## src/hw/rtl/i2c_light_sensor_reader_defines.svh

```systemverilog
// ----------------------------------------------------------------------------
// Light sensor reader assertion macros
// Shared concurrent assertion forms for the reader RTL.
// ----------------------------------------------------------------------------
`ifndef I2C_LIGHT_SENSOR_READER_DEFINES_SVH
`define I2C_LIGHT_SENSOR_READER_DEFINES_SVH

// same-cycle implication, disabled while reset is asserted
`define ILSR_ASSERT_NOW(label, clk, rst_n, ante, cons, msg) \
	label: assert property (@(posedge clk) disable iff (!(rst_n)) (ante) |-> (cons)) \
		else $error(msg);

// next-cycle implication, disabled while reset is asserted
`define ILSR_ASSERT_NEXT(label, clk, rst_n, ante, cons, msg) \
	label: assert property (@(posedge clk) disable iff (!(rst_n)) (ante) |=> (cons)) \
		else $error(msg);

`endif

```

## src/hw/rtl/ilsr_pkg.sv

```systemverilog
// ----------------------------------------------------------------------------
// Light sensor reader package
// Types and constants shared by the reader sequencer, scaler and top level.
// ----------------------------------------------------------------------------
package ilsr_pkg;

	localparam int unsigned ADDR_W   = 8;
	localparam int unsigned CMD_W    = 8;
	localparam int unsigned HALF_W   = 16;
	localparam int unsigned SETTLE_W = 24;
	localparam int unsigned DATA_W   = 16;
	localparam int unsigned SCALE_W  = 18;
	localparam int unsigned CFG_IDX_W  = 2;
	localparam int unsigned CFG_DATA_W = 24;

	localparam logic [CMD_W-1:0]    CMD_POWER_ON     = 8'h01;
	localparam logic [ADDR_W-1:0]   RST_WRITE_ADDR   = 8'd70;
	localparam logic [CMD_W-1:0]    RST_MODE_CMD     = 8'd16;
	localparam logic [HALF_W-1:0]   RST_HALF_TICKS   = 16'd1;
	localparam logic [SETTLE_W-1:0] RST_SETTLE_TICKS = 24'd10;

	typedef enum logic [3:0] {
		PH_IDLE   = 4'd0,
		PH_ST_A   = 4'd1,
		PH_ST_B   = 4'd2,
		PH_ST_C   = 4'd3,
		PH_WB_LO  = 4'd4,
		PH_WB_HI  = 4'd5,
		PH_AK_LO  = 4'd6,
		PH_AK_HI  = 4'd7,
		PH_RB_LO  = 4'd8,
		PH_RB_HI  = 4'd9,
		PH_MA_LO  = 4'd10,
		PH_MA_HI  = 4'd11,
		PH_SP_A   = 4'd12,
		PH_SP_B   = 4'd13,
		PH_SP_C   = 4'd14,
		PH_SETTLE = 4'd15
	} phase_t;

	typedef enum logic [1:0] {
		TXN_POWER_A = 2'd0,
		TXN_POWER_B = 2'd1,
		TXN_MODE    = 2'd2,
		TXN_READ    = 2'd3
	} txn_t;

	typedef enum logic [CFG_IDX_W-1:0] {
		CFG_WRITE_ADDR = 2'd0,
		CFG_MODE_CMD   = 2'd1,
		CFG_HALF_TICKS = 2'd2,
		CFG_SETTLE     = 2'd3
	} cfg_idx_t;

	typedef struct packed {
		logic [ADDR_W-1:0]   write_address_byte;
		logic [CMD_W-1:0]    mode_command;
		logic [HALF_W-1:0]   half_bit_ticks;
		logic [SETTLE_W-1:0] settle_ticks;
	} cfg_t;

	typedef struct packed {
		logic              scl_level;
		logic              sda_level;
		logic              sda_drive;
		logic              busy_res;
		logic              done_res;
		logic [DATA_W-1:0] raw_count;
		logic [DATA_W-1:0] lux_value;
		logic              saturated;
		logic              ack_error;
	} res_t;

endpackage

```

## src/hw/rtl/ilsr_scale.sv

```systemverilog
// ----------------------------------------------------------------------------
// Light sensor reader scaler
// Multiplies the raw count by an unsigned Q.16 factor, truncates, saturates.
// ----------------------------------------------------------------------------
module ilsr_scale #(
	parameter int unsigned SCALE_Q16 = 115967
) (
	input  logic [ilsr_pkg::DATA_W-1:0] raw,
	output logic [ilsr_pkg::DATA_W-1:0] lux,
	output logic                        sat
);

	localparam int unsigned PROD_W = ilsr_pkg::DATA_W + ilsr_pkg::SCALE_W;
	localparam int unsigned HI_W   = PROD_W - 16;

	logic [ilsr_pkg::SCALE_W-1:0] scale;
	logic [PROD_W-1:0]            prod;
	logic [HI_W-1:0]              prod_hi;

	assign scale   = ilsr_pkg::SCALE_W'(SCALE_Q16);
	assign prod    = PROD_W'(raw) * PROD_W'(scale);
	assign prod_hi = prod[PROD_W-1:16];
	assign sat     = |prod_hi[HI_W-1:ilsr_pkg::DATA_W];
	assign lux     = sat ? '1 : prod_hi[ilsr_pkg::DATA_W-1:0];

endmodule

```

## src/hw/rtl/ilsr_seq.sv

```systemverilog
// ----------------------------------------------------------------------------
// Light sensor reader sequencer
// Tick-driven bus state machine: start, bytes, acks, stop, settle, read.
// ----------------------------------------------------------------------------
`include "i2c_light_sensor_reader_defines.svh"

module ilsr_seq #(
	parameter int unsigned SCALE_Q16 = 115967
) (
	input  logic            clk,
	input  logic            arst_n,
	input  logic            adv,
	input  logic            start_request,
	input  logic            sda_in,
	input  ilsr_pkg::cfg_t  cfg,
	output ilsr_pkg::res_t  res
);

	ilsr_pkg::phase_t phase_q, n_phase, cur_phase, tgt;
	ilsr_pkg::txn_t   txn_q, n_txn, cur_txn;
	logic [3:0]                    bit_q, n_bit, bit_inc;
	logic [ilsr_pkg::SETTLE_W-1:0] dly_q, n_dly, cur_dly, half_m1;
	logic [7:0]                    shift_q, n_shift;
	logic [7:0]                    first_q, n_first;
	logic                          slot_q, n_slot;
	logic [ilsr_pkg::DATA_W-1:0]   raw_q, n_raw, lux_q, n_lux, sc_lux;
	logic                          sat_q, n_sat, sc_sat;
	logic                          nack_q, n_nack;
	logic                          go, done;
	logic                          scl, sdl, drv;

	ilsr_scale #(.SCALE_Q16(SCALE_Q16)) u_scale (
		.raw ({first_q, shift_q}),
		.lux (sc_lux),
		.sat (sc_sat)
	);

	assign half_m1 = (cfg.half_bit_ticks == '0) ? '0 :
		ilsr_pkg::SETTLE_W'(cfg.half_bit_ticks - 16'd1);
	assign bit_inc = bit_q + 4'd1;

	always_ff @(posedge clk or negedge arst_n) begin
		if (!arst_n) begin
			phase_q <= ilsr_pkg::PH_IDLE;
			txn_q   <= ilsr_pkg::TXN_POWER_A;
			bit_q   <= '0;
			dly_q   <= '0;
			shift_q <= '0;
			first_q <= '0;
			slot_q  <= 1'b0;
			raw_q   <= '0;
			lux_q   <= '0;
			sat_q   <= 1'b0;
			nack_q  <= 1'b0;
		end else if (adv) begin
			phase_q <= n_phase;
			txn_q   <= n_txn;
			bit_q   <= n_bit;
			dly_q   <= n_dly;
			shift_q <= n_shift;
			first_q <= n_first;
			slot_q  <= n_slot;
			raw_q   <= n_raw;
			lux_q   <= n_lux;
			sat_q   <= n_sat;
			nack_q  <= n_nack;
		end
	end

	always_comb begin
		cur_phase = phase_q;
		cur_dly   = dly_q;
		cur_txn   = txn_q;
		if (phase_q == ilsr_pkg::PH_IDLE && start_request) begin
			cur_phase = ilsr_pkg::PH_ST_A;
			cur_dly   = half_m1;
			cur_txn   = ilsr_pkg::TXN_POWER_A;
		end

		scl = 1'b1;
		sdl = 1'b1;
		drv = 1'b1;
		unique case (cur_phase)
			ilsr_pkg::PH_ST_B: sdl = 1'b0;
			ilsr_pkg::PH_ST_C: begin
				scl = 1'b0;
				sdl = 1'b0;
			end
			ilsr_pkg::PH_WB_LO: begin
				scl = 1'b0;
				sdl = shift_q[7];
			end
			ilsr_pkg::PH_WB_HI: sdl = shift_q[7];
			ilsr_pkg::PH_AK_LO, ilsr_pkg::PH_RB_LO: begin
				scl = 1'b0;
				drv = 1'b0;
			end
			ilsr_pkg::PH_AK_HI, ilsr_pkg::PH_RB_HI: drv = 1'b0;
			ilsr_pkg::PH_MA_LO: begin
				scl = 1'b0;
				sdl = slot_q;
			end
			ilsr_pkg::PH_MA_HI: sdl = slot_q;
			ilsr_pkg::PH_SP_A: begin
				scl = 1'b0;
				sdl = 1'b0;
			end
			ilsr_pkg::PH_SP_B: sdl = 1'b0;
			ilsr_pkg::PH_IDLE, ilsr_pkg::PH_SP_C, ilsr_pkg::PH_SETTLE,
			ilsr_pkg::PH_ST_A: ;
		endcase

		n_phase = cur_phase;
		n_dly   = cur_dly;
		n_txn   = cur_txn;
		n_bit   = bit_q;
		n_shift = shift_q;
		n_first = first_q;
		n_slot  = slot_q;
		n_raw   = raw_q;
		n_lux   = lux_q;
		n_sat   = sat_q;
		n_nack  = nack_q;
		go      = 1'b0;
		done    = 1'b0;
		tgt     = ilsr_pkg::PH_IDLE;

		if (cur_phase != ilsr_pkg::PH_IDLE) begin
			if (cur_dly != '0) begin
				n_dly = cur_dly - 24'd1;
			end else begin
				go = 1'b1;
				unique case (cur_phase)
					ilsr_pkg::PH_ST_A: tgt = ilsr_pkg::PH_ST_B;
					ilsr_pkg::PH_ST_B: tgt = ilsr_pkg::PH_ST_C;
					ilsr_pkg::PH_ST_C: begin
						n_slot  = 1'b0;
						n_bit   = '0;
						n_shift = (cur_txn == ilsr_pkg::TXN_READ) ?
							8'(cfg.write_address_byte + 8'd1) : cfg.write_address_byte;
						tgt     = ilsr_pkg::PH_WB_LO;
					end
					ilsr_pkg::PH_WB_LO: tgt = ilsr_pkg::PH_WB_HI;
					ilsr_pkg::PH_WB_HI: begin
						n_shift = {shift_q[6:0], 1'b0};
						n_bit   = bit_inc;
						tgt     = (bit_inc >= 4'd8) ? ilsr_pkg::PH_AK_LO : ilsr_pkg::PH_WB_LO;
					end
					ilsr_pkg::PH_AK_LO: tgt = ilsr_pkg::PH_AK_HI;
					ilsr_pkg::PH_AK_HI: begin
						if (sda_in) begin
							n_nack = 1'b1;
						end
						priority if (cur_txn == ilsr_pkg::TXN_READ) begin
							n_slot  = 1'b0;
							n_shift = '0;
							n_bit   = '0;
							tgt     = ilsr_pkg::PH_RB_LO;
						end else if (!slot_q) begin
							n_slot  = 1'b1;
							n_shift = (cur_txn == ilsr_pkg::TXN_MODE) ?
								cfg.mode_command : ilsr_pkg::CMD_POWER_ON;
							n_bit   = '0;
							tgt     = ilsr_pkg::PH_WB_LO;
						end else begin
							tgt = ilsr_pkg::PH_SP_A;
						end
					end
					ilsr_pkg::PH_RB_LO: tgt = ilsr_pkg::PH_RB_HI;
					ilsr_pkg::PH_RB_HI: begin
						n_shift = {shift_q[6:0], sda_in};
						n_bit   = bit_inc;
						tgt     = (bit_inc >= 4'd8) ? ilsr_pkg::PH_MA_LO : ilsr_pkg::PH_RB_LO;
					end
					ilsr_pkg::PH_MA_LO: tgt = ilsr_pkg::PH_MA_HI;
					ilsr_pkg::PH_MA_HI: begin
						if (!slot_q) begin
							n_first = shift_q;
							n_slot  = 1'b1;
							n_shift = '0;
							n_bit   = '0;
							tgt     = ilsr_pkg::PH_RB_LO;
						end else begin
							n_raw = {first_q, shift_q};
							n_lux = sc_lux;
							n_sat = sc_sat;
							tgt   = ilsr_pkg::PH_SP_A;
						end
					end
					ilsr_pkg::PH_SP_A: tgt = ilsr_pkg::PH_SP_B;
					ilsr_pkg::PH_SP_B: tgt = ilsr_pkg::PH_SP_C;
					ilsr_pkg::PH_SP_C: begin
						priority if (cur_txn == ilsr_pkg::TXN_POWER_A) begin
							n_txn = ilsr_pkg::TXN_POWER_B;
							tgt   = ilsr_pkg::PH_ST_A;
						end else if (cur_txn == ilsr_pkg::TXN_POWER_B) begin
							n_txn = ilsr_pkg::TXN_MODE;
							tgt   = ilsr_pkg::PH_ST_A;
						end else if (cur_txn == ilsr_pkg::TXN_MODE) begin
							n_txn = ilsr_pkg::TXN_READ;
							tgt   = ilsr_pkg::PH_SETTLE;
						end else begin
							n_txn   = ilsr_pkg::TXN_POWER_A;
							n_phase = ilsr_pkg::PH_IDLE;
							n_dly   = '0;
							go      = 1'b0;
							done    = 1'b1;
						end
					end
					ilsr_pkg::PH_SETTLE: tgt = ilsr_pkg::PH_ST_A;
					ilsr_pkg::PH_IDLE: go = 1'b0;
				endcase
			end
		end

		if (go) begin
			priority if (tgt == ilsr_pkg::PH_SETTLE && cfg.settle_ticks == '0) begin
				n_phase = ilsr_pkg::PH_ST_A;
				n_dly   = half_m1;
			end else if (tgt == ilsr_pkg::PH_SETTLE) begin
				n_phase = tgt;
				n_dly   = cfg.settle_ticks - 24'd1;
			end else begin
				n_phase = tgt;
				n_dly   = half_m1;
			end
		end
	end

	always_comb begin
		res.scl_level = scl;
		res.sda_level = sdl;
		res.sda_drive = drv;
		res.busy_res  = (cur_phase != ilsr_pkg::PH_IDLE);
		res.done_res  = done;
		res.raw_count = n_raw;
		res.lux_value = n_lux;
		res.saturated = n_sat;
		res.ack_error = n_nack;
	end

	`ILSR_ASSERT_NOW(a_idle_no_delay, clk, arst_n, phase_q == ilsr_pkg::PH_IDLE, dly_q == '0, "idle with a pending delay")
	`ILSR_ASSERT_NOW(a_bit_range, clk, arst_n, 1'b1, bit_q <= 4'd8, "bit counter past one byte")
	`ILSR_ASSERT_NEXT(a_done_to_idle, clk, arst_n, adv && done, phase_q == ilsr_pkg::PH_IDLE, "sequence end did not return to idle")

endmodule

```

## src/hw/rtl/i2c_light_sensor_reader.sv

```systemverilog
// The result for a tick is registered and presented in the cycle after the tick transfer.
// Throughput: one tick per cycle; tick_stall rises only while a result is held.
// The bus sequencer advances one step per accepted tick, never per raw clock.
// Reset: configuration returns to 70, 16, 1, 10; the sequencer goes idle with
// cleared readings and error flag; no result is pending.
// ----------------------------------------------------------------------------
// Light sensor reader top level
// Tick-driven bus master that powers up, configures and reads a light sensor.
// ----------------------------------------------------------------------------
`include "i2c_light_sensor_reader_defines.svh"

module i2c_light_sensor_reader #(
	parameter int unsigned SCALE_Q16 = 115967
) (
	input  logic                                clk,
	input  logic                                arst_n,
	input  logic                                tick_valid,
	output logic                                tick_stall,
	input  logic                                start_request,
	input  logic                                sda_in,
	output logic                                res_valid,
	input  logic                                res_stall,
	output logic                                scl_level,
	output logic                                sda_level,
	output logic                                sda_drive,
	output logic                                busy_res,
	output logic                                done_res,
	output logic [ilsr_pkg::DATA_W-1:0]         raw_count,
	output logic [ilsr_pkg::DATA_W-1:0]         lux_value,
	output logic                                saturated,
	output logic                                ack_error,
	input  logic                                cfg_valid,
	output logic                                cfg_ready,
	input  logic [ilsr_pkg::CFG_IDX_W-1:0]      cfg_index,
	input  logic [ilsr_pkg::CFG_DATA_W-1:0]     cfg_data
);

	ilsr_pkg::cfg_t cfg_q;
	ilsr_pkg::res_t res_nxt, res_q;
	logic           res_valid_q;
	logic           adv;

	assign cfg_ready  = 1'b1;
	assign tick_stall = res_valid_q & res_stall;
	assign adv        = tick_valid & ~tick_stall;

	always_ff @(posedge clk or negedge arst_n) begin
		if (!arst_n) begin
			cfg_q.write_address_byte <= ilsr_pkg::RST_WRITE_ADDR;
			cfg_q.mode_command       <= ilsr_pkg::RST_MODE_CMD;
			cfg_q.half_bit_ticks     <= ilsr_pkg::RST_HALF_TICKS;
			cfg_q.settle_ticks       <= ilsr_pkg::RST_SETTLE_TICKS;
		end else if (cfg_valid && cfg_ready) begin
			unique case (ilsr_pkg::cfg_idx_t'(cfg_index))
				ilsr_pkg::CFG_WRITE_ADDR: cfg_q.write_address_byte <= cfg_data[7:0];
				ilsr_pkg::CFG_MODE_CMD:   cfg_q.mode_command       <= cfg_data[7:0];
				ilsr_pkg::CFG_HALF_TICKS: cfg_q.half_bit_ticks     <= cfg_data[15:0];
				ilsr_pkg::CFG_SETTLE:     cfg_q.settle_ticks       <= cfg_data[23:0];
			endcase
		end
	end

	ilsr_seq #(.SCALE_Q16(SCALE_Q16)) u_seq (
		.clk           (clk),
		.arst_n        (arst_n),
		.adv           (adv),
		.start_request (start_request),
		.sda_in        (sda_in),
		.cfg           (cfg_q),
		.res           (res_nxt)
	);

	always_ff @(posedge clk or negedge arst_n) begin
		if (!arst_n) begin
			res_valid_q <= 1'b0;
		end else if (adv) begin
			res_valid_q <= 1'b1;
		end else if (!res_stall) begin
			res_valid_q <= 1'b0;
		end
	end

	always_ff @(posedge clk) begin
		if (adv) begin
			res_q <= res_nxt;
		end
	end

	assign res_valid = res_valid_q;
	assign scl_level = res_q.scl_level;
	assign sda_level = res_q.sda_level;
	assign sda_drive = res_q.sda_drive;
	assign busy_res  = res_q.busy_res;
	assign done_res  = res_q.done_res;
	assign raw_count = res_q.raw_count;
	assign lux_value = res_q.lux_value;
	assign saturated = res_q.saturated;
	assign ack_error = res_q.ack_error;

	`ILSR_ASSERT_NEXT(a_tick_gives_result, clk, arst_n, adv, res_valid_q, "tick transfer produced no result")
	`ILSR_ASSERT_NOW(a_done_is_busy, clk, arst_n, res_valid_q && res_q.done_res, res_q.busy_res, "done outside a busy sequence")
	`ILSR_ASSERT_NOW(a_release_high, clk, arst_n, res_valid_q && !res_q.sda_drive, res_q.sda_level, "released data line not reported high")

endmodule

```

## config.mk

```make
export PLATFORM = sky130hd
export DESIGN_NAME = i2c_light_sensor_reader
export DESIGN_NICKNAME = d
export VERILOG_FILES = /design/src/hw/rtl/ilsr_pkg.sv /design/src/hw/rtl/ilsr_scale.sv /design/src/hw/rtl/ilsr_seq.sv /design/src/hw/rtl/i2c_light_sensor_reader.sv
export VERILOG_INCLUDE_DIRS = /design/src /design/src/hw/rtl
export SDC_FILE = /design/constraint.sdc
export NUM_CORES = 1
export LEC_CHECK = 0
export BUFFER_PORTS_ARGS = -buffer_cell sky130_fd_sc_hd__buf_4
export CORE_MARGIN = 3
export CORE_UTILIZATION = 30
export DETAILED_ROUTE_END_ITERATION = 10
export PLACE_DENSITY_LB_ADDON = 0.3
export SETUP_SLACK_MARGIN = 0.4
export SYNTH_ARGS = -nofsm -noshare
export SYNTH_HDL_FRONTEND = slang
export SYNTH_SLANG_ARGS = --single-unit
```

## constraint.sdc

```tcl
create_clock -name clk -period 9.2 [get_ports clk]
set_input_delay 0.92 -clock clk [delete_from_list [all_inputs] [get_ports clk]]
set_output_delay 0.92 -clock clk [all_outputs]
set_load 0.01 [all_outputs]
```

# Yosys cells after proc, flatten, opt, wreduce, memory -nomap -nowiden

Cells that the tools add are included.

Output and inout bits: 42
Logic and storage cells: 171
Bits of input ports: 33
Flip-flop bits (word level): 181

Multiply operators: 1
Multiplexer cells: 78
Equal/unequal tests: 25
Reduce and logical (&&, ||, !) cells: 29
$lt $le $gt $ge: 1
Add/sub/neg operators: 5
Bitwise gates (word level): 7

Operator list:

| operator                                             | count |
|---|---|
| 2-to-1 mux 24 bit                                    | 11 |
| 2-to-1 mux 16 bit                                    | 9 |
| 2-to-1 mux 4 bit                                     | 18 |
| one-hot mux 4 bit (15 select lines)                  | 1 |
| subtractor 24 x 1 -> 24 bit (second input constant)  | 2 |
| 2-to-1 mux 8 bit                                     | 5 |
| one-hot mux 8 bit (5 select lines)                   | 1 |
| == test 4 bit (second input constant)                | 9 |
| multiplier 16 x 17 -> 33 bit (second input constant) | 1 |
| logical NOT 24 bit                                   | 1 |
| nonzero test 24 bit                                  | 1 |
| 2-to-1 mux 1 bit                                     | 19 |
| 2-to-1 mux 2 bit                                     | 9 |
| subtractor 16 x 1 -> 17 bit (second input constant)  | 1 |
| == test 4 x 3 -> 1 bit (second input constant)       | 4 |
| logical NOT 16 bit                                   | 1 |
| one-hot mux 4 bit (4 select lines)                   | 1 |
| adder 8 x 1 -> 8 bit (second input constant)         | 1 |
| == test 2 bit (second input constant)                | 4 |
| == test 4 x 2 -> 1 bit (second input constant)       | 2 |
| logical NOT 4 bit                                    | 2 |
| AND reduction 2 bit                                  | 4 |
| AND reduction 4 bit                                  | 2 |
| nonzero test 4 bit                                   | 2 |
| 22 further kinds                                     | 35 |

# Depth between registers and ports, before layout

Gate-level depths: netlist (run 1).

Word-level depth: 14
Gate-level depth with buffers: 25
Depth with buffers taken out: 23

# Modules after synthesis

From an unflattened synthesis (run 1), not the netlist that was laid out.

Cells, all modules: 1544
Area, all modules: 15595.0 um^2

Modules (own cells, without submodules):

| module                  | sequential area each (um^2) | area an instance (um^2) | instances | cells an instance |
|---|---|---|---|---|
| ilsr_seq                | 2127.0                      | 7063.0                  | 1         | 828 |
| ilsr_scale              | 0.0                         | 5170.0                  | 1         | 552 |
| i2c_light_sensor_reader | 2606.2                      | 3362.0                  | 1         | 164 |

# Worst setup path after synthesis (run 1)

No wires, ideal clock.

Path type: reg2reg
Start: reg u_seq.first_q[6]
End: reg res_q, in the netlist lux_value[11], data pin
Cell stages (with the launch flop): 24
Path buffers: 2
Arrival time: 6.242 ns
Path slack: 2.688 ns
Period minus slack after synthesis: 6.512 ns
Data required time: 8.930 ns
Library setup time: 0.270 ns
Cells stage by stage: dfrtp_1 > fa_1 > fa_1 > inv_1 > fa_1 > inv_1 > fa_1 > inv_1 > fa_1 > fa_1 > inv_1 > ha_1 > a21oi_1 > nand2_1 > a211oi_1 > nand2_1 > o211ai_1 > and2_1 > o21ai_0 > a311o_1 > clkbuf_1 > clkbuf_1 > nor2_1 > a21oi_1

RTL lines:

| element                  | RTL line                      | text |
|---|---|---|
| start: declaration       | ilsr_seq.sv:24                | `logic [7:0] first_q, n_first;` |
| start signal: assignment | ilsr_seq.sv:61                | `first_q <= n_first;` |
| end signal: assignment   | i2c_light_sensor_reader.sv:85 | `res_q <= res_nxt;` |
| end: declaration         | i2c_light_sensor_reader.sv:39 | `ilsr_pkg::res_t res_nxt, res_q;` |

==> results by stage, run 1 <==
Run status:
- The flow ran to the end, and the final reports show no timing, DRC or antenna violations.

Finish:
- The area of all placed cells without fillers is 16700 um2.
- The multi-input combinational cells in the finished layout cover a total of roughly 9200 um2.
- The register area is around 4700 um2.
- For this run, the post-layout net count is around 1900.
- The post-synthesis to final-layout area growth is 11.9%.
- The top cell types in the final layout, fill and taps aside, are sky130_fd_sc_hd__inv_1 (190), sky130_fd_sc_hd__nand2_1 (171), sky130_fd_sc_hd__ha_1 (147), sky130_fd_sc_hd__dfrtp_1 (135), sky130_fd_sc_hd__nor2_1 (106).
- The number of diodes added for antenna fixing is 0.
- The layout has about 5100 filler cells.
- The most frequent standard cell in the layout excluding fill and tap cells is sky130_fd_sc_hd__inv_1.
- The fraction of final layout cells sized beyond drive strength 1 is 14.0%.
- The post-layout utilization of the core is about a third.

Pwr:
- The leakage power total is 7.65 nW.
- The ratio of total power to cell area is 126 nW/um2.
- The largest voltage drop on the vdd net is roughly 0.00012 V.

Detailed routing:
- The average wire per standard cell is 16.9 um.
- The post-detailed-routing wire length is 38.7 mm.
- The count of unresolved DRC violations after routing is 0.
- The first routing iteration left approximately 650 violations.
- The number of antenna-violating nets in the routed design is 0.
- Detailed routing inserted a total of between 10000 and 15000 vias.
- The first detailed-routing pass ran for 5 iterations.
- After detailed routing, the number of vias per cell comes to roughly 5.

STA:
- The worst max-slew margin expressed relative to the limit is a little under a fifth.
- Hold timing on the final database bottoms out at a slack of 0.469 ns.
- At the pin with the least slew margin, the transition time is between 1 and 1.5 ns.
- Summed over all failing endpoints, the final setup total negative slack is 0 ns.
- The worst path in the final design needs a cycle of ~7.4 ns, including I/O delays and setup.
- For this run, the top clock speed supported by timing is ~130 MHz.
- The number of hold-slack violations in the final timing report is 0.
- The clock arrives with roughly 0.025 ns of skew.
- Across all setup checks in the final design, the least slack found is ~1.8 ns.
- Setup violations remaining at the end of the flow were counted as 0.
- The final clock period utilization by the worst path is approximately four fifths.
- The number of max-slew violations in the final report is 0.
- Setup repair after global routing left no endpoint under its margin.

Placement:
- The final estimated routing congestion in global placement is 0.878.
- Once detailed placement completed, the half-perimeter wirelength came to between 20 and 30 mm.
- In this run the cell area measured after placement is ~16000 um2.
- Before CTS, the worst setup slack after placement is approximately 1.8 ns.
- Buffers placed on the I/O ports in this run total 73.

Synthesis:
- The synthesized netlist cell count is about 1600.
- Among all flip-flop cells after synthesis, the most frequent one is sky130_fd_sc_hd__dfrtp_1.
- The Yosys step of the flow raised 0 warnings.
- The number of nets produced by synthesis is between 1500 and 2000.
- For this run, asynchronously set or reset flops after synthesis account for approximately 80%.
- Counting flops with a built-in enable in the synthesized netlist gives 39.
- The post-synthesis sequential element count is 181.
- The number of distinct library cells after synthesis is 80.
- The share of synthesized area occupied by flip-flops and latches is roughly a third.
- The total standard cell area after synthesis is roughly 15000 um2.
- Dividing the synthesized area by the synthesized cell count gives around 9.6 um2.

Worst setup path:
- The startpoint type of the worst setup path is a register.
- The register-to-register path setup slack is roughly 1.8 ns.
- In this run the worst path has a maximum fanout of 18.
- The data required time at the worst endpoint is between 9 and 10 ns.
- The endpoint identified for the worst register-to-register timing path is lux_value[13].
- The start point of the critical path is u_seq.first_q[6].
- On the worst path, the slowest cell contributes a delay of approximately 0.64 ns.
- The signal on the critical path passes through fa_1 > fa_1 > inv_1 > fa_1 > inv_1 > fa_1 > inv_1 > fa_1 > fa_1 > inv_1 > ha_1 > a21oi_1 > nand2_1 > a211oi_1 > nand2_1 > o211ai_1 > and2_1 > o21ai_0 > a311o_1 > a21o_1 > mux2_2.
- The critical path data arrival time is around 7.6 ns.
- For the worst flop-to-flop path, the logic depth is 21.
- The worst setup path category is register to register.
- The launching point of the worst reg2reg path is u_seq.first_q[6].
- The largest individual stage delay along the critical path comes from the cell sky130_fd_sc_hd__fa_1.
- STA classifies the critical path endpoint as a register.
- The most frequent cell on the critical path is sky130_fd_sc_hd__fa_1.

Floorplanning:
- The number of top-level design ports is between 70 and 80.
- The die height is about 230 um.
- The floorplan die width is 229 um.
- For this configuration, the core starts out at a cell density of between 30 and 40%.
- Row generation in the floorplan step produced slightly above 80 rows.
- The area of the die is between 50000 and 60000 um2.
- The core region is between 40000 and 50000 um2.

Clock tree:
- The clock network latency to the later pin of the worst-skew pair is 0.46 ns.
- The clock passes through at most 2 buffers.
- Clock tree synthesis inserted a total of 17 buffers.
- The tree is rooted in a sky130_fd_sc_hd__clkbuf_16.
- Buffers added to address setup during post-CTS repair amount to 0.
- Clock-pin slew was measured on the worst setup and hold paths at 0.08 ns.
- Counting every sink on the clock net gives roughly 180.
- The total of cells resized after clock tree synthesis is 0.
- The clock tree from TritonCTS is built.
- The clock tree synthesis step divided the H-tree into 4 levels.
- After clock tree synthesis, the flow added hold-fix buffers numbering 0.

GRT:
- The final global-route overflow total is 0.
- The maximum number of pins on one net before global-route repair is just under 80.
- The first global-routing pass estimated around 63 mm of wire.
- The via count of the first global-routing pass is around 12000.
- The initial antenna violation count was 0.
- The all-layer global routing usage is 15.1%.

Min path:
- The type of the tightest min-delay check is register to register.
- For hold timing, the worst endpoint is u_seq.raw_q[15].
- The start point of the worst min-delay path is u_seq.raw_q[15].
- The cell depth of the worst hold path is 2.

Flow run:
- Across the run, the number of max-cap violations was 0.
## sequential cells by signal, indices dropped and copies added, names as in the netlist
name	cells
cfg_q	56
u_seq.dly_q	24
lux_value	16
raw_count	16
u_seq.lux_q	16
u_seq.raw_q	16
u_seq.first_q	8
u_seq.shift_q	8
u_seq.bit_q	4
u_seq.phase_q	4
u_seq.txn_q	2
ack_error	1
busy_res	1
done_res	1
res_valid	1
saturated	1
scl_level	1
sda_drive	1
sda_level	1
u_seq.nack_q	1
u_seq.sat_q	1
u_seq.slot_q	1
## worst max-delay path: cells and delay by family (launching register included)
family,cells,cell delay (ns)
adders and majority gates,7,3.74
AOI/OAI and AO/OA,6,1.98
DFF,1,0.49
and+or+nand+nor,3,0.46
muxes,1,0.27
buffers and inverters,4,0.22
## cells in the mapped netlist (5+ instances only)
cell type	instances	area share, %
sky130_fd_sc_hd__nor2_1	106	2.7
sky130_fd_sc_hd__a31oi_1	12	0.50
sky130_fd_sc_hd__inv_1	191	4.8
sky130_fd_sc_hd__mux2_4	5	0.50
sky130_fd_sc_hd__nor4_1	14	0.59
sky130_fd_sc_hd__nor3_1	33	1.1
sky130_fd_sc_hd__xor2_1	25	1.5
sky130_fd_sc_hd__a21o_1	13	0.65
sky130_fd_sc_hd__or3_1	14	0.59
sky130_fd_sc_hd__dfrtp_1	135	23
sky130_fd_sc_hd__nor2b_1	7	0.29
sky130_fd_sc_hd__mux2_2	73	5.5
sky130_fd_sc_hd__o21a_1	7	0.35
sky130_fd_sc_hd__nand2b_1	12	0.50
sky130_fd_sc_hd__o21ba_2	5	0.33
sky130_fd_sc_hd__o21ai_0	101	3.4
sky130_fd_sc_hd__dfstp_2	7	1.2
sky130_fd_sc_hd__edfxtp_1	39	7.8
sky130_fd_sc_hd__nand4_1	11	0.46
sky130_fd_sc_hd__nand3b_1	5	0.25
sky130_fd_sc_hd__clkbuf_1	53	1.3
sky130_fd_sc_hd__o22ai_1	8	0.33
sky130_fd_sc_hd__a211oi_1	10	0.50
sky130_fd_sc_hd__o211ai_1	9	0.45
sky130_fd_sc_hd__xnor2_1	26	1.5
sky130_fd_sc_hd__or4_1	10	0.50
sky130_fd_sc_hd__ha_1	147	12
sky130_fd_sc_hd__nand2_1	171	4.3
sky130_fd_sc_hd__fa_1	92	12
sky130_fd_sc_hd__a211o_1	5	0.29
sky130_fd_sc_hd__mux2i_1	22	1.5
sky130_fd_sc_hd__and2_1	10	0.42
sky130_fd_sc_hd__or2_2	7	0.29
sky130_fd_sc_hd__nand3_1	23	0.77
sky130_fd_sc_hd__a21oi_1	63	2.1
sky130_fd_sc_hd__nand4b_1	5	0.29
## how the worst max path moves through the flow
stage                     slack [ns]  depth (start not counted)             to
after floorplan                 2.69                         23  lux_value[11]
after global placement          1.86                         21   lux_value[7]
after detailed placement        1.79                         21  lux_value[13]
after CTS                       1.74                         21  lux_value[13]
after global routing            1.36                         21   lux_value[7]
final                           1.76                         21  lux_value[13]
## final cells by class
| class | count | share of cell area (%) |
|---|---|---|
| Tap cell | 664 | 4.97 |
| Sequential cell | 181 | 28.3 |
| Timing Repair Buffer | 85 | 3.84 |
| Inverter | 191 | 4.29 |
| Clock buffer | 22 | 2.90 |
| Multi-Input combinational cell | 1128 | 55.2 |
| Clock inverter | 10 | 0.501 |
## report_power, final
part	switching (mW)	internal, mW	total [mW]
Sequential	0.0887	0.903	0.992
Combinational	0.201	0.179	0.380
Clock	0.351	0.384	0.735
## per-layer routing
layer  global-route usage [%]  wire (um)  part of all wire, %  up-vias
met3                     2.23       1260                  3.3       32
met2                     26.8      19700                   51      221
li1                         -          -                    -     5451
met4                     3.12        554                  1.4        0
met5                        0          0                    0        -
met1                     19.4      17100                   44     5512
## metrics by stage
step	power, mW	cells
floorplan	1.26	1563
global placement	1.38	2249
detailed placement	1.39	2249
CTS	2.13	2281
global route	2.22	2281
finish	2.11	2281
## cells by family after synthesis
family	after synthesis	share of synthesized area [%]
DFF	181	31.7
adders and majority gates	239	24.6
other	1	0.0251
xor gates and xnor gates	51	2.99
and+or+nand+nor	453	14.6
AOI/OAI and AO/OA	284	12.0
muxes	100	7.48
buffers and inverters	254	6.54
(Power assumes the default switching activity.)
==> inputs of run 2 (changes only) <==
clock period = 7.74 ns   (was 9.2 ns; I/O delays follow)
==> results by stage, run 2 (synthesis results as in run 1) <==
Run status:
- The run finished with clean final reports.

Finish:
- The post-synthesis to final-layout area growth is 12.6%.
- The flip-flop count of the largest register, all copies and words added was 56 (unchanged).
- The area of all placed cells without fillers was 16800 um2 (+0.56%).
- The number of diodes added for antenna fixing is 0 (unchanged).
- Ranked by flip-flop count, first place goes to cfg_q.
- The number of nets in the layout was 1882 (+0.32%).
- The largest registers in the layout are cfg_q (56), u_seq.dly_q (24).
- Leaving out fill and tap cells, the most frequent cells in the layout are sky130_fd_sc_hd__inv_1 (190), sky130_fd_sc_hd__nand2_1 (171), sky130_fd_sc_hd__ha_1 (147), sky130_fd_sc_hd__dfrtp_1 (133), sky130_fd_sc_hd__nor2_1 (106).
- The fraction of final layout cells sized beyond drive strength 1 was 14.7% (+0.69 points).
- Leaving out fill and tap cells, the most frequent cell in the layout is sky130_fd_sc_hd__inv_1.

Placement:
- The total placed instance area is 16200 um2 (+0.28%).
- The final estimated routing congestion in global placement is 0.850 (-3.2%).
- The count of input and output buffers came to 73 (unchanged).
- The pre-CTS setup slack is 0.699 ns (-1.09 ns).
- The placed wire-length estimate after detailed placement was 30.1 mm (+0.72%).

Pwr:
- The largest voltage drop on the vdd net is 0.000119 V (+1.7%).
- The clock share of power was 36.4% (+1.5 points).
- The switching power share of the total came to 30.6% (+0.17 points).
- The sequential group share of total power is 46.0% (-1.1 points).
- The leakage power total is 7.70 nW (+0.69%).
- The combinational fraction of design power is 17.6% (-0.4 points).
- The internal power component is 1.78 mW (+21%).
- The overall power of the completed layout came to 2.56 mW (+22%).
- The ratio of total power to cell area is 152 nW/um2 (+21%).
- The switching component of the power is 784 uW (+22%).

Clock tree:
- The number of clock sinks is 181 (unchanged).
- The cell sitting at the root of the clock tree is a sky130_fd_sc_hd__clkbuf_16.
- The number of levels the H-tree was split into came to 4 (unchanged).
- The number of setup buffers added after CTS is 0 (unchanged).
- The clock tree buffer depth is 2 (unchanged).
- The number of hold buffers added after cts is 0 (unchanged).
- The total of cells resized after clock tree synthesis is 0 (unchanged).
- The clock-pin slew on the worst setup and hold paths is 0.09 ns (about the same).
- The total CTS buffers is 17 (unchanged).
- The clock network latency to the later pin of the worst-skew pair is 0.46 ns (about the same).
- TritonCTS built the clock tree.

Detailed routing:
- The post-detailed-route via-to-cell ratio was 4.89 (-0.48%).
- The average wire per standard cell was 16.9 um (-0.14%).
- The post-detailed-routing wire length is 38.7 mm (+0.12%).
- The detailed-routing iteration count for the pre-antenna-repair pass is 5 (unchanged).
- The count of unresolved DRC violations after routing was 0 (unchanged).
- The number of vias after detailed routing is 11200 (-0.21%).
- The number of antenna-violating nets in the routed design is 0 (unchanged).
- The number of violations reported at the end of detailed-routing iteration 0 is 606 (-6.9%).

STA:
- The maximum achievable frequency is 144 MHz (+7.6%).
- The sum of negative setup slack is 0 ns (unchanged).
- The worst max-slew margin expressed relative to the limit was 21.7% (+3.7 points).
- The shortest period the worst path allows is 6.92 ns (-0.523 ns).
- The total setup violations reported at the end of the flow was 0 (unchanged).
- The number of max-slew violations in the final report came to 0 (unchanged).
- The worst slack on hold paths came to 0.337 ns (-0.132 ns).
- The transition time at the pin with the least slew margin was 1.17 ns (-0.0552 ns).
- The setup skew after layout is 0.0170 ns (-0.00764 ns).
- Setup repair after global routing left no endpoint under its margin.
- The post-layout worst setup margin is 0.819 ns (-0.937 ns).
- The final clock period utilization by the worst path was 89.4% (+8.5 points).
- The number of hold-slack violations in the final timing report was 0 (unchanged).

GRT:
- The initial antenna violation count is 0 (unchanged).
- The global-route wire length before repair is 63.6 mm (+0.21%).
- The maximum number of pins on one net before global-route repair is 78 (unchanged).
- The final global-route overflow total is 0 (unchanged).
- The all-layer global routing usage came to 15.2% (+0.14 points).
- The via count of the first global-routing pass is 11700 (+1.5%).

Worst setup path:
- The capture instance of the worst register-to-register path is lux_value[8].
- The worst setup path is launched from a register.
- The register-to-register path setup slack is 0.82 ns (-0.94 ns).
- The startpoint identified for the worst register-to-register timing path is u_seq.first_q[3].
- The critical path data arrival time is 7.10 ns (-0.54 ns).
- The worst-path maximum fanout is 10 (-8).
- STA classifies the critical path endpoint as a register.
- The setup path with the least slack is of type register to register.
- The data required time at the worst endpoint is 7.92 ns (-1.48 ns).
- The depth of the most critical reg-to-reg path is 23 (+9.5%).

Min path:
- The type of the tightest min-delay check is primary input to async pin.

Floorplanning:
- The starting density of the core is 30.5% (unchanged).
- The die height is 229 um (unchanged).
- The area of the die came to 52500 um2 (unchanged).
- The number of top-level design ports is 75 (unchanged).
- The number of standard-cell rows in the floorplan was 81 (unchanged).
- The core outline area is 49100 um2 (unchanged).
- The floorplan die width was 229 um (unchanged).

Flow run:
- The max capacitance violation total is 0 (unchanged).
-- run 2: stage by stage --
stage          cells  utilization (%)
3_5_place_dp    2255             33.0
5_1_grt         2287             34.3
2_1_floorplan   1563                -
4_1_cts         2287             34.3
6_report        2287             34.3
3_3_place_gp    2255             33.0
-- run 2: worst max-delay path by stage --
stage / start / to / slack (ns) / cells past startpoint
5_1_grt: u_seq.first_q[5] / lux_value[8] / 0.41 / 23
4_1_cts: u_seq.first_q[6] / lux_value[8] / 0.64 / 23
6_report: u_seq.first_q[3] / lux_value[8] / 0.82 / 23
3_3_place_gp: u_seq.first_q[6] / lux_value[12] / 0.83 / 23
2_1_floorplan: u_seq.first_q[6] / lux_value[11] / 1.23 / 23
3_5_place_dp: u_seq.first_q[6] / lux_value[3] / 0.70 / 23
-- run 2: layout make-up --
type / count / area (um2)
fillers: 5112 / 32200
multi-input cells: 1128 / 9230
flip-flops and latches: 181 / 4740
well taps: 664 / 831
inverters: 191 / 717
repair buffers: 91 / 687
clock buffers: 17 / 425
clock inverters: 15 / 186
-- run 2: layer usage --
layer	global-route usage [%]	share of wire (%)
met1	19.4	44
met2	27.3	51
met3	2.50	3.2
met4	2.84	1.1
met5	0	0
-- run 2: critical path, cell delays in order (launching register included) --
cell	delay, ns
sky130_fd_sc_hd__dfrtp_1	0.45
sky130_fd_sc_hd__fa_1	0.60
sky130_fd_sc_hd__fa_1	0.59
sky130_fd_sc_hd__inv_1	0.08
sky130_fd_sc_hd__fa_1	0.54
sky130_fd_sc_hd__inv_1	0.06
sky130_fd_sc_hd__fa_1	0.53
sky130_fd_sc_hd__inv_1	0.05
sky130_fd_sc_hd__fa_1	0.50
sky130_fd_sc_hd__fa_1	0.55
sky130_fd_sc_hd__inv_1	0.04
sky130_fd_sc_hd__ha_1	0.35
sky130_fd_sc_hd__a21oi_1	0.16
sky130_fd_sc_hd__nand2_1	0.07
sky130_fd_sc_hd__a211oi_1	0.24
sky130_fd_sc_hd__buf_4	0.17
sky130_fd_sc_hd__nand2_1	0.08
sky130_fd_sc_hd__o211ai_1	0.28
sky130_fd_sc_hd__and2_1	0.20
sky130_fd_sc_hd__o21ai_0	0.17
sky130_fd_sc_hd__a311o_2	0.44
sky130_fd_sc_hd__buf_4	0.21
sky130_fd_sc_hd__nor2_1	0.15
sky130_fd_sc_hd__o21ai_0	0.10
-- run 2: power groups by stage --
stage          Combinational, mW  Sequential [mW]  Clock, mW
2_1_floorplan              0.345             1.16          0
3_3_place_gp               0.446             1.19          0
3_5_place_dp               0.452             1.20          0
4_1_cts                    0.455             1.18      0.964
5_1_grt                    0.508             1.19      0.996
6_report                   0.451             1.18      0.933
==> inputs of run 3 (changes only) <==
ABC_AREA = 1   (was unset)
SYNTH_HIERARCHICAL = 1   (was unset)
==> results by stage, run 3 <==
Synthesis:
- The share of synthesized area occupied by flip-flops and latches is 27.0% (-4.7 points).
- In the post-synthesis netlist, the cell with the most instances is sky130_fd_sc_hd__nand2_1.
- The total standard cell area after synthesis was 17500 um2 (+17%).
- The number of synthesized flops with an enable pin came to 39 (unchanged).
- The post-synthesis sequential element count was 181 (unchanged).
- Among all flip-flop cells after synthesis, the most frequent one is sky130_fd_sc_hd__dfrtp_1.
- In the post-synthesis netlist, the biggest area contributors are sky130_fd_sc_hd__dfrtp_1 (19%), sky130_fd_sc_hd__nand2_1 (13%), sky130_fd_sc_hd__fa_1 (11%), sky130_fd_sc_hd__ha_1 (10%), sky130_fd_sc_hd__inv_1 (7.8%).
- The number of distinct library cells after synthesis is 62 (-23%).
- The synthesized netlist cell count is 2342 (+50%).
- The proportion of netlist area held by the largest area contributor is 19.3% (-3.3 points).
- The proportion of synthesized flip-flops having asynchronous set or reset is 78.5% (unchanged).
- The synthesized area per cell is 7.48 um2 (-22%).
- Ranked by instance count, the synthesized netlist is headed by sky130_fd_sc_hd__nand2_1 (628), sky130_fd_sc_hd__inv_1 (365), sky130_fd_sc_hd__nor2_1 (207), sky130_fd_sc_hd__nand3_1 (169), sky130_fd_sc_hd__ha_1 (146).
- sky130_fd_sc_hd__dfrtp_1 takes more of the synthesized area than any other cell.
- The number of nets produced by synthesis is 2613 (+42%).
- The yosys synthesis warning count was 6 (+6).

Finish:
- The combined area of the multi-input logic cells was 10800 um2 (+17%).
- In the layout the commonest cells are sky130_fd_sc_hd__nand2_1 (628), sky130_fd_sc_hd__inv_1 (365), sky130_fd_sc_hd__nor2_1 (206), sky130_fd_sc_hd__nand3_1 (169), sky130_fd_sc_hd__ha_1 (146).
- The post-synthesis to final-layout area growth is 9.44%.
- The largest registers in the layout are cfg_q (56), u_seq/dly_q (24).
- The flip-flop count of the largest register, all copies and words added is 56 (unchanged).
- The number of nets in the layout is 2642 (+40%).
- More flip-flops sit in one register than any other, and that register is cfg_q.
- The library cell used most frequently in the layout, excluding fill and tap cells, is sky130_fd_sc_hd__nand2_1.
- The register area is 4730 um2 (about the same).
- The number of diodes added for antenna fixing came to 0 (unchanged).
- The layout filler cell count is 6175 (+21%).
- The fraction of final layout cells sized beyond drive strength 1 is 10.5% (-4.1 points).

Pwr:
- The leakage power total is 9.72 nW (+26%).
- The overall power of the completed layout is 2.82 mW (+9.9%).
- The largest voltage drop on the vdd net came to 0.000174 V (+47%).
- The ratio of total power to cell area is 147 nW/um2 (-3.6%).

Floorplanning:
- The number of standard-cell rows in the floorplan is 87 (+7.4%).
- The core outline area came to 57000 um2 (+16%).
- The starting density of the core came to 30.7% (+0.26 points).
- The area of the die came to 61400 um2 (+17%).
- The number of top-level design ports is 75 (unchanged).
- The die height is 248 um (+8.1%).
- The floorplan die width is 248 um (+8.1%).

Clock tree:
- The number of setup buffers added after CTS is 0 (unchanged).
- The number of clock sinks is 181 (unchanged).
- The cell chosen for the clock root is sky130_fd_sc_hd__clkbuf_16.
- The number of levels the H-tree was split into came to 4 (unchanged).
- The clock tree buffer depth came to 2 (unchanged).
- The clock network latency to the later pin of the worst-skew pair is 0.48 ns (+0.02 ns).
- The number of hold buffers added after cts is 0 (unchanged).
- TritonCTS built the clock tree.
- The total of cells resized after clock tree synthesis is 0 (unchanged).
- The total CTS buffers came to 17 (unchanged).
- The clock-pin slew on the worst setup and hold paths came to 0.07 ns (-0.02 ns).

Worst setup path:
- The critical path data arrival time is 6.28 ns (-0.82 ns).
- STA classifies the critical path endpoint as a register.
- The worst setup path is of the register to register kind.
- The start point of the critical path is u_seq/first_q[6].
- The worst setup path is launched from a register.
- The worst-path maximum fanout is 17 (+7).
- In this run the critical register-to-register path is launched from u_seq/first_q[6].
- The data required time at the worst endpoint is 7.96 ns (+0.04 ns).

STA:
- The sum of negative setup slack was 0 ns (unchanged).
- The maximum achievable frequency is 165 MHz (+14%).
- The transition time at the pin with the least slew margin was 0.929 ns (-0.243 ns).
- The setup skew after layout is 0.0185 ns (+0.00149 ns).
- The shortest period the worst path allows was 6.06 ns (-0.863 ns).
- The number of max-slew violations in the final report is 0 (unchanged).
- The worst slack on hold paths is 0.357 ns (+0.0202 ns).
- The worst max-slew margin expressed relative to the limit is 37.8% (+16 points).
- The number of hold-slack violations in the final timing report is 0 (unchanged).
- Setup repair after global routing left no endpoint under its margin.
- The total setup violations reported at the end of the flow was 0 (unchanged).
- The final clock period utilization by the worst path is 78.3% (-11 points).

Placement:
- The placed wire-length estimate after detailed placement is 41.4 mm (+37%).
- The count of input and output buffers is 73 (unchanged).
- The final estimated routing congestion in global placement is 0.949 (+12%).

GRT:
- The final global-route overflow total came to 0 (unchanged).
- The all-layer global routing usage is 17.3% (+2.1 points).
- The initial antenna violation count came to 0 (unchanged).
- The global-route wire length before repair is 83.6 mm (+31%).
- The maximum number of pins on one net before global-route repair is 85 (+9.0%).
- The via count of the first global-routing pass is 15200 (+30%).

Flow run:
- The max capacitance violation total was 0 (unchanged).

Min path:
- In this run the worst hold path is classified as primary input to async pin.

Detailed routing:
- The average wire per standard cell was 16.5 um (-2.6%).
- The number of vias after detailed routing is 15200 (+35%).
- The number of antenna-violating nets in the routed design is 0 (unchanged).
- The post-detailed-route via-to-cell ratio is 4.83 (-1.3%).
- The detailed-routing iteration count for the pre-antenna-repair pass is 6 (+1).
- The count of unresolved DRC violations after routing came to 0 (unchanged).
- The post-detailed-routing wire length is 51.7 mm (+34%).
- The number of violations reported at the end of detailed-routing iteration 0 came to 928 (+53%).

Run status:
- The flow ran to the end, and the final reports show no timing, DRC or antenna violations.
run 3: where the power goes:
part / switching [mW] / internal, mW / leakage [nW] / total [mW]
Combinational: 0.430 / 0.246 / 7.42 / 0.676
Clock: 0.401 / 0.512 / 0.276 / 0.913
Sequential: 0.109 / 1.12 / 2.03 / 1.23
Total: 0.940 / 1.88 / 9.72 / 2.82
run 3: routing by layer:
layer	global-route usage, %	share of wire, %
met2	29.8	48
met1	22.8	46
met3	2.17	3.9
met4	5.22	2.1
met5	0	0
run 3: logic make-up (layout without fill, tap and decap cells):
kind of cell    after synthesis  count (layout)  synth area share [%]
simple gates               1234            1234                  32.3
buf+inv                     456             497                  11.2
fa+ha+maj                   238             238                  20.9
compound gates              191             191                  6.52
flops                       181             181                  27.0
xor+xnor                     39              39                  1.95
mux                           2               2                 0.114
other cells                   1               1                0.0214
run 3: per-stage QoR:
| stage | std cells | setup WS, ns | instance area [um2] | util (%) |
|---|---|---|---|---|
| after floorplan | 2342 | 2.16 | 17500 | - |
| after global placement | 3108 | 1.77 | 18600 | 32.6 |
| after detailed placement | 3108 | 1.67 | 18600 | 32.6 |
| after CTS | 3139 | 1.67 | 19200 | 33.6 |
| after global routing | 3139 | 1.30 | 19200 | 33.6 |
| final | 3139 | 1.68 | 19200 | 33.6 |
run 3: final timing paths:
check	endpoint	slack (ns)	cells past startpoint
min reg2reg	cfg_q[24]	0.47	2
max	lux_value[7]	1.68	19
min in group clk	cfg_q[24]	0.47	2
max in group asynchronous	u_seq/lux_q[2]	5.99	2
max reg2reg	lux_value[7]	1.68	19
min	cfg_q[21]	0.36	1
run 3: layout make-up:
class,count,share of cell area (%)
inverters,387,7.67
multi-input cells,1705,56.5
flip-flops and latches,181,24.7
repair buffers,79,3.11
clock buffers,18,2.29
well taps,756,4.93
clock inverters,13,0.822
run 3: worst max-delay path, cell delays in order, from the launching register on:
cell and delay [ns]:
sky130_fd_sc_hd__dfrtp_1 0.51, sky130_fd_sc_hd__fa_1 0.74, sky130_fd_sc_hd__inv_1 0.14, sky130_fd_sc_hd__fa_1 0.49, sky130_fd_sc_hd__fa_1 0.52, sky130_fd_sc_hd__fa_1 0.52, sky130_fd_sc_hd__fa_1 0.53, sky130_fd_sc_hd__fa_1 0.55
sky130_fd_sc_hd__inv_1 0.04, sky130_fd_sc_hd__ha_1 0.40, sky130_fd_sc_hd__a21oi_1 0.24, sky130_fd_sc_hd__nand2_1 0.11, sky130_fd_sc_hd__nand2_1 0.07, sky130_fd_sc_hd__nand2_1 0.08, sky130_fd_sc_hd__a21oi_2 0.14, sky130_fd_sc_hd__nand3_1 0.13
sky130_fd_sc_hd__nand2_4 0.26, sky130_fd_sc_hd__nand3_1 0.11, sky130_fd_sc_hd__nand3_1 0.13, sky130_fd_sc_hd__nand2_1 0.07
